--- src/design/gvm_pkg.sv ---
// Shared types, constants and the taper window table for the granular voice mixer.
// No dependencies; imported by every module of the block.
package gvm_pkg;

  localparam int VOICES       = 32;
  localparam int VIDX_W       = 5;
  localparam int CNT_W        = 6;
  localparam int SAMPLE_DEPTH = 65536;
  localparam int SADDR_W      = 16;
  localparam int WIN_DEPTH    = 1024;
  localparam int WIDX_W       = 10;
  localparam int FRAC_W       = 8;
  localparam int POS_W        = 24;
  localparam int WINC_W       = 25;
  localparam int LEN_W        = 20;
  localparam int STEP_W       = 16;
  localparam int NUM_W        = 28;
  localparam int FRAMES_W     = 17;
  localparam int SUM_W        = 22;
  localparam int OUT_W        = 21;

  localparam logic [1:0] CMD_TRIG  = 2'd0;
  localparam logic [1:0] CMD_TICK  = 2'd1;
  localparam logic [1:0] CMD_WRITE = 2'd2;
  localparam logic [1:0] CMD_CLEAR = 2'd3;

  localparam logic [1:0] ST_OK      = 2'd0;
  localparam logic [1:0] ST_NOFREE  = 2'd1;
  localparam logic [1:0] ST_EXCEEDS = 2'd2;
  localparam logic [1:0] ST_ZERO    = 2'd3;

  typedef struct packed {
    logic [POS_W-1:0]  pos;
    logic [STEP_W-1:0] inc;
    logic [LEN_W-1:0]  rem;
    logic [POS_W-1:0]  wpos;
    logic [WINC_W-1:0] winc;
  } voice_t;

  typedef struct packed {
    logic       item_ld;
    logic       vcnt_clr;
    logic       vcnt_inc;
    logic       smp_wr;
    logic       clr_all;
    logic       div_go;
    logic       div_sel;
    logic       stat_ld;
    logic [1:0] stat_code;
    logic       rd_b;
    logic       cap_a;
    logic       mul1;
    logic       mul2;
    logic       mul3;
    logic       wb;
    logic       commit;
    logic       out_ld;
  } dp_cmd_t;

  typedef struct packed {
    logic busy_sel;
    logic vlast;
    logic zero_arg;
    logic exceeds;
    logic div_done;
  } dp_stat_t;

  typedef logic [15:0] win_rom_t [WIN_DEPTH];

  function automatic logic [63:0] taper(input logic [63:0] zin);
    logic [63:0] z, z2, inner, mid, s, w;
    z = (zin > 64'd32768) ? 64'd32768 : zin;
    z2 = (z * z) >> 15;
    inner = 64'd21023 - ((64'd2320 * z2) >> 15);
    mid = 64'd51472 - ((z2 * inner) >> 15);
    s = (z * mid) >> 15;
    if (s > 64'd32768) s = 64'd32768;
    w = (s * s) >> 15;
    if (w > 64'd32768) w = 64'd32768;
    return w;
  endfunction

  function automatic win_rom_t build_window();
    win_rom_t    rom;
    logic [63:0] w;
    for (int i = 0; i < WIN_DEPTH; i++) begin
      if (i < WIN_DEPTH / 4)
        w = taper((64'(i) << 17) / WIN_DEPTH);
      else if (i < 3 * (WIN_DEPTH / 4))
        w = 64'd32768;
      else
        w = taper((64'(WIN_DEPTH - i) << 17) / WIN_DEPTH);
      rom[i] = w[15:0];
    end
    return rom;
  endfunction

endpackage

--- src/design/gvm_ctrl.sv ---
// Sequencer: decodes each command and steps the datapath through it.
// Depends on gvm_pkg.
module gvm_ctrl import gvm_pkg::*; (
  input  logic     clk,
  input  logic     rst,
  input  logic     s_tvalid,
  output logic     s_tready,
  input  logic [1:0] s_tuser,
  output logic     m_tvalid,
  input  logic     m_tready,
  output dp_cmd_t  dcmd,
  input  dp_stat_t dstat
);

  localparam logic [3:0] S_IDLE = 4'd0;
  localparam logic [3:0] S_WRT  = 4'd1;
  localparam logic [3:0] S_CLR  = 4'd2;
  localparam logic [3:0] S_SCAN = 4'd3;
  localparam logic [3:0] S_CHK  = 4'd4;
  localparam logic [3:0] S_DIV1 = 4'd5;
  localparam logic [3:0] S_DIV2 = 4'd6;
  localparam logic [3:0] S_TCHK = 4'd7;
  localparam logic [3:0] S_TA   = 4'd8;
  localparam logic [3:0] S_TB   = 4'd9;
  localparam logic [3:0] S_TM1  = 4'd10;
  localparam logic [3:0] S_TM2  = 4'd11;
  localparam logic [3:0] S_TM3  = 4'd12;
  localparam logic [3:0] S_TWB  = 4'd13;
  localparam logic [3:0] S_OUT  = 4'd14;

  logic [3:0] state, state_next;
  logic       out_free;

  assign s_tready = state == S_IDLE;
  assign out_free = !m_tvalid || m_tready;

  always_ff @(posedge clk) begin
    if (rst) begin
      state    <= S_IDLE;
      m_tvalid <= 1'b0;
    end else begin
      state <= state_next;
      if (dcmd.out_ld) m_tvalid <= 1'b1;
      else if (m_tready) m_tvalid <= 1'b0;
    end
  end

  always_comb begin
    dcmd = '0;
    state_next = state;
    unique case (state)
      S_IDLE: begin
        if (s_tvalid) begin
          dcmd.item_ld  = 1'b1;
          dcmd.vcnt_clr = 1'b1;
          unique case (s_tuser)
            CMD_TRIG:  state_next = S_SCAN;
            CMD_TICK:  state_next = S_TCHK;
            CMD_WRITE: state_next = S_WRT;
            CMD_CLEAR: state_next = S_CLR;
            default:   state_next = S_OUT;
          endcase
        end
      end
      S_WRT: begin
        dcmd.smp_wr = 1'b1;
        state_next  = S_OUT;
      end
      S_CLR: begin
        dcmd.clr_all = 1'b1;
        state_next   = S_OUT;
      end
      S_SCAN: begin
        if (!dstat.busy_sel) begin
          state_next = S_CHK;
        end else if (dstat.vlast) begin
          dcmd.stat_ld   = 1'b1;
          dcmd.stat_code = ST_NOFREE;
          state_next     = S_OUT;
        end else begin
          dcmd.vcnt_inc = 1'b1;
        end
      end
      S_CHK: begin
        if (dstat.zero_arg) begin
          dcmd.stat_ld   = 1'b1;
          dcmd.stat_code = ST_ZERO;
          state_next     = S_OUT;
        end else begin
          dcmd.div_go = 1'b1;
          state_next  = S_DIV1;
        end
      end
      S_DIV1: begin
        if (dstat.div_done) begin
          if (dstat.exceeds) begin
            dcmd.stat_ld   = 1'b1;
            dcmd.stat_code = ST_EXCEEDS;
            state_next     = S_OUT;
          end else begin
            dcmd.div_go  = 1'b1;
            dcmd.div_sel = 1'b1;
            state_next   = S_DIV2;
          end
        end
      end
      S_DIV2: begin
        if (dstat.div_done) begin
          dcmd.commit = 1'b1;
          state_next  = S_OUT;
        end
      end
      S_TCHK: begin
        if (dstat.busy_sel) begin
          state_next = S_TA;
        end else if (dstat.vlast) begin
          state_next = S_OUT;
        end else begin
          dcmd.vcnt_inc = 1'b1;
        end
      end
      S_TA: state_next = S_TB;
      S_TB: begin
        dcmd.rd_b  = 1'b1;
        dcmd.cap_a = 1'b1;
        state_next = S_TM1;
      end
      S_TM1: begin
        dcmd.mul1  = 1'b1;
        state_next = S_TM2;
      end
      S_TM2: begin
        dcmd.mul2  = 1'b1;
        state_next = S_TM3;
      end
      S_TM3: begin
        dcmd.mul3  = 1'b1;
        state_next = S_TWB;
      end
      S_TWB: begin
        dcmd.wb = 1'b1;
        if (dstat.vlast) begin
          state_next = S_OUT;
        end else begin
          dcmd.vcnt_inc = 1'b1;
          state_next    = S_TCHK;
        end
      end
      S_OUT: begin
        if (out_free) begin
          dcmd.out_ld = 1'b1;
          state_next  = S_IDLE;
        end
      end
      default: state_next = S_IDLE;
    endcase
  end

endmodule

--- config.mk ---
export PLATFORM = sky130hd
export DESIGN_NAME = gvm_ctrl
export DESIGN_NICKNAME = d
export VERILOG_FILES = /design/src/design/gvm_pkg.sv /design/src/design/gvm_ctrl.sv
export SDC_FILE = /design/constraint.sdc
export NUM_CORES = 1
export LEC_CHECK = 0
export ABC_AREA = 1
export BUFFER_PORTS_ARGS = -buffer_cell sky130_fd_sc_hd__buf_2
export CAP_MARGIN = 20
export CORE_MARGIN = 10
export CORE_UTILIZATION = 25
export DETAILED_ROUTE_END_ITERATION = 12
export PLACE_DENSITY = 0.61
export SYNTH_ARGS = -nofsm -noshare
export SYNTH_HDL_FRONTEND = slang
export SYNTH_SLANG_ARGS = --single-unit
--- constraint.sdc ---
create_clock -name clk -period 1.5 [get_ports clk]
set_input_delay 0.15 -clock clk [delete_from_list [all_inputs] [get_ports clk]]
set_output_delay 0.15 -clock clk [all_outputs]
set_load 0.01 [all_outputs]
==> impl_metrics.json, run 1 <==
{
  "clkLatencyLatePin_ns": 0.24,
  "synthCells": 125,
  "rsz0062_at_grt": "yes",
  "vias": 872,
  "wl_per_cell_um": 11.1,
  "clk_pin_slew_worst_paths_ns": 0.04,
  "antennaDiodeCount": 0,
  "cp-startpoint": "state[3]",
  "fillers": 288,
  "cts_tree": "done",
  "async_flop_share": 0,
  "syn_area_per_cell_sq_um": 5.08,
  "finalCritPeriodShare": 0.979,
  "die-area_sq_um": 4960,
  "synth_top_area_cell": "nand2_1",
  "synth.distinct_cells": 19,
  "critPathArrivalTime_ns": 1.32,
  "rows": 18,
  "p_leak_nw": 0.604,
  "dieWidth_um": 70.4,
  "dp_hpwl_um": 1810,
  "start_util": 0.259,
  "finalHoldViolCount": 0,
  "synth-edff-count": 0,
  "drc": 0,
  "drive_gt1_frac": 0.464,
  "coreArea_sq_um": 2450,
  "fin_nets": 178,
  "netlist_top_cells_count": "nand2_1, nor2_1, inv_1, inv_2, nand2_2",
  "synth_top_area_share": 0.248,
  "die_height_um": 70.4,
  "final_period_minus_worst_setup_slack_ns": 1.47,
  "grt-ovfl-total": 0,
  "cts_max_level": 1,
  "ys_seq_area_frac": 0.157,
  "end_kind": "output pin",
  "antenna_found_initial": 0,
  "ys_seq_elements": 5,
  "hold_start": "rst",
  "synth_fp_nets": 136,
  "viasPerCell": 4.45,
  "r2r-start": "state[3]",
  "cp.required_ns": 1.35,
  "gp_congestion": 0.855,
  "final_area_sq_um": 1000,
  "status": "finished, final reports clean",
  "utilization": 0.408,
  "synth_area_sq_um": 636,
  "cts_sinks": 5,
  "synth.most_common_cell": "nand2_1",
  "io_buffers": 30,
  "dr.pass1.iters": 4,
  "slew_headroom": 0.863,
  "root_buffer": "clkbuf_4",
  "hold_class": "in -> reg",
  "fmax_ghz": 0.681,
  "numCtsBuffers": 3,
  "ys_warn_count": 0,
  "cp-start-kind": "flip-flop",
  "grt_max_degree": 8,
  "synthFlopType": "dfxtp_1",
  "setup_viol": 0,
  "grt_first_pass_wirelength_um": 3640,
  "fin_cells": 196,
  "first_iter_violations": 53,
  "cts_buffer_depth": 2,
  "critPathMaxFanout": 4,
  "dp_cells": 184,
  "postPlaceCellArea_sq_um": 816,
  "syn_to_final_growth_pct": 57.7,
  "hold_depth": 2,
  "grt_pass1_vias": 862,
  "skew_ns": 0.00159,
  "cellPowerDensity_nw_per_um2": 1830,
  "maxCapViolCount": 0,
  "ff2ff_path_depth": 10,
  "worstMarginPinSlew_ns": 0.204,
  "final-max-slew-violation-count": 0,
  "grt_usage": 0.0871,
  "finalPower_mw": 1.84,
  "routed_wl_um": 2180,
  "io-pin-count": 31,
  "antenna_left": 0,
  "crit_type": "reg -> out",
  "synth.area.top_cells": "nand2_1, dfxtp_1, nor2_1",
  "ir_drop_v": 0.000789
}
## layout make-up
| class | count | area [sq um] | area share |
|---|---|---|---|
| clock buffer | 4 | 26.3 | 0.0262 |
| inverter | 19 | 76.3 | 0.0762 |
| multi-input combinational | 99 | 519 | 0.518 |
| sequential | 5 | 115 | 0.115 |
| tap | 30 | 37.5 | 0.0375 |
| timing repair buffer | 39 | 228 | 0.227 |
## metrics by stage
stage          hold WS, ns  worst slack [ns]  TNS [ns]
6_report             0.122            0.0308         0
5_1_grt              0.117           -0.0952    -0.296
4_1_cts              0.112         0.0000220         0
3_5_place_dp         0.380            0.0950         0
3_3_place_gp         0.380            0.0621         0
2_1_floorplan        0.219             0.214         0
## worst max-delay path, stage by stage, from the launching register on
cell	delay (ns)
dfxtp_4	0.34
buf_4	0.13
nand2_4	0.07
nor2_4	0.05
nand2_1	0.05
nand2_1	0.06
or2_4	0.24
buf_6	0.12
## cells by family after synthesis
group           Yosys count  share of synthesized area
buf+inv                  21                      0.136
flops                     5                      0.157
compound gates           12                     0.0984
simple gates             87                      0.608
## state kept, by name, summed over array words and instances, names as in the netlist
register / cells
m_tvalid: 1
state: 4
## path summary, 6_finish.rpt
| check | to | slack, ns |
|---|---|---|
| max | dcmd[15] | 0.03 |
| min | state[0] | 0.12 |
| max reg2reg | state[1] | 0.12 |
| min reg2reg | state[2] | 0.55 |
## cells in the final DEF (no fill, tap or decap), types with 2 or more instances in the layout
master / synthesis / layout
nor2_1: 22 / 19
buf_4: 2 / 8
inv_2: 8 / 6
nand2_1: 42 / 39
nand2_4: 1 / 4
clkbuf_4: 0 / 3
nand2_2: 8 / 7
buf_6: 0 / 2
nand3_1: 4 / 3
o21ai_0: 4 / 4
a21oi_1: 6 / 6
inv_4: 0 / 2
inv_1: 11 / 11
nor2_2: 3 / 4
nor3_1: 3 / 2
nor2_4: 1 / 3
buf_2: 0 / 29
dfxtp_4: 0 / 4
## routing by layer
layer / vias up / track usage / part of all wire / wire [um]
met4: 0 / 0.0307 / 0.015 / 32
met1: 383 / 0.0922 / 0.42 / 916
li1: 466 / - / - / -
met3: 5 / 0.0311 / 0.041 / 90
met2: 18 / 0.154 / 0.52 / 1140
met5: - / 0 / 0 / 0
## where the power goes
group / switching [mW] / internal [mW] / total [mW] / leakage, nW
Clock: 0.0540 / 0.100 / 0.154 / 0.0150
Combinational: 0.826 / 0.521 / 1.35 / 0.545
Sequential: 0.118 / 0.218 / 0.336 / 0.0437
Total: 0.998 / 0.840 / 1.84 / 0.604
## repair_timing
action	4_1_cts	5_1_grt
pin swaps	1	9
buffers inserted	0	8
gates resized for setup	15	14
endpoints found under the setup margin	5	6
hold buffers	0	0
(Power assumes the default switching activity.)
==> inputs of run 2 (changes only) <==
--- a/config.mk
+++ b/config.mk
@@ -8,10 +8,14 @@
 export ABC_AREA = 1
 export BUFFER_PORTS_ARGS = -buffer_cell sky130_fd_sc_hd__buf_2
 export CAP_MARGIN = 20
+export CELL_PAD_IN_SITES_DETAIL_PLACEMENT = 0
+export CELL_PAD_IN_SITES_GLOBAL_PLACEMENT = 1
 export CORE_MARGIN = 10
 export CORE_UTILIZATION = 25
+export CTS_BUF_LIST = sky130_fd_sc_hd__clkbuf_8
 export DETAILED_ROUTE_END_ITERATION = 12
-export PLACE_DENSITY = 0.61
+export PLACE_DENSITY = 0.84
+export SKIP_CTS_REPAIR_TIMING = 1
 export SYNTH_ARGS = -nofsm -noshare
 export SYNTH_HDL_FRONTEND = slang
 export SYNTH_SLANG_ARGS = --single-unit
==> run 2 against run 1 <==
Wire length is the same. Design area shrank 3.4%. Sequential share of layout area grew 0.14 points. Combinational power shrank 6%.
==> impl_metrics.json, run 2 (same netlist as run 1, synthesis figures left out) <==
{
  "clk_pin_slew_worst_paths_ns": 0.04,
  "fin_ws_ns": 0.00690,
  "cts_max_level": 1,
  "largestRegisters": "state: 4 flops, m_tvalid: 1 flops",
  "grt_usage": 0.0833,
  "pwr-share-clk": 0.136,
  "cts_tree": "done",
  "vias": 860,
  "die-area_sq_um": 4960,
  "regArea_sq_um": 113,
  "largest_reg_flops": 4,
  "wl_per_cell_um": 11.4,
  "io_buffers": 30,
  "dr.pass1.iters": 4,
  "syn_to_final_growth_pct": 52.4,
  "pwr-share-comb": 0.693,
  "fmax_ghz": 0.670,
  "grt_max_degree": 8,
  "coreArea_sq_um": 2450,
  "routed_wl_um": 2180,
  "whs_ns": 0.129,
  "ir_drop_v": 0.00114,
  "final_cell_mix": "nand2_1, buf_2, nor2_1",
  "layout_commonest_cell": "nand2_1",
  "fillers": 280,
  "cellPowerDensity_nw_per_um2": 1900,
  "root_buffer": "clkbuf_8",
  "drc": 0,
  "gp_congestion": 0.847,
  "cp.required_ns": 1.35,
  "numCtsBuffers": 3,
  "final_period_minus_worst_setup_slack_ns": 1.49,
  "end_kind": "output pin",
  "worstMarginPinSlew_ns": 0.211,
  "slew_headroom": 0.859,
  "switchingPower_mw": 0.971,
  "rsz0062_at_grt": "yes",
  "antennaDiodeCount": 0,
  "finalHoldViolCount": 0,
  "cp-start-kind": "flip-flop",
  "fin_nets": 173,
  "first_iter_violations": 19,
  "start_util": 0.259,
  "crit_type": "reg -> out",
  "grt-ovfl-total": 0,
  "io-pin-count": 31,
  "rows": 18,
  "grt_first_pass_wirelength_um": 3530,
  "sequentialPowerShare": 0.171,
  "clkLatencyLatePin_ns": 0.23,
  "multi_input_area_sq_um": 503,
  "cts_sinks": 5,
  "grt_pass1_vias": 849,
  "status": "finished, final reports clean",
  "finalPower_mw": 1.84,
  "largest_register": "state",
  "cts_buffer_depth": 2,
  "place_ws_ns": 0.0949,
  "dieWidth_um": 70.4,
  "fin_cells": 191,
  "intPower_mw": 0.867,
  "final-max-slew-violation-count": 0,
  "dp_cells": 185,
  "p_leak_nw": 0.584,
  "hold_class": "in -> reg",
  "maxCapViolCount": 0,
  "critPathMaxFanout": 6,
  "antenna_left": 0,
  "setup_viol": 0,
  "critPathArrivalTime_ns": 1.34,
  "antenna_found_initial": 0,
  "finalCritPeriodShare": 0.995,
  "die_height_um": 70.4,
  "drive_gt1_frac": 0.453,
  "viasPerCell": 4.50,
  "p_sw_frac": 0.528,
  "dp_hpwl_um": 1760,
  "skew_ns": 0.00533
}
## run 2: final timing paths
kind | from | to | cells past startpoint | slack, ns
worst max-delay path | state[3] | dcmd[12] | 5 | 0.007
worst min-delay path | rst | state[3] | 2 | 0.13
worst max register to register | state[3] | state[0] | 10 | 0.17
worst min register to register | state[1] | state[1] | 2 | 0.53
## run 2: layer usage
| metal | vias up | track usage | wire length, um |
|---|---|---|---|
| met3 | 6 | 0.0184 | 89 |
| li1 | 452 | - | - |
| met5 | - | 0 | 0 |
| met2 | 25 | 0.149 | 1100 |
| met4 | 0 | 0.0395 | 48 |
| met1 | 377 | 0.0895 | 935 |
## run 2: critical path: stages (launching register included)
cell	delay (ns)
dfxtp_4	0.35
buf_6	0.12
nor2_4	0.15
nand2_2	0.10
o31ai_2	0.23
buf_2	0.16
## run 2: area by class of cell
| class | count | area share |
|---|---|---|
| Multi-Input combinational cell | 99 | 0.519 |
| Timing Repair Buffer | 34 | 0.200 |
| Sequential cell | 5 | 0.116 |
| Inverter | 19 | 0.0788 |
| Clock buffer | 3 | 0.0426 |
| Tap cell | 30 | 0.0388 |
| Clock inverter | 1 | 0.00388 |
## run 2: power groups by stage
stage / clock network [mW] / registers (mW) / logic [mW]
finish: 0.250 / 0.314 / 1.27
global route: 0.269 / 0.320 / 1.44
CTS: 0.256 / 0.260 / 1.13
detailed placement: 0 / 0.262 / 1.12
global placement: 0 / 0.257 / 1.13
floorplan: 0 / 0.265 / 0.789
## run 2: stage by stage
stage                     area [sq um]   util  setup TNS, ns
after floorplan                    636      -              0
final                              968  0.394              0
after detailed placement           823  0.335              0
after CTS                          868  0.354         -0.314
after global placement             823  0.335              0
after global routing               968  0.394         -0.177
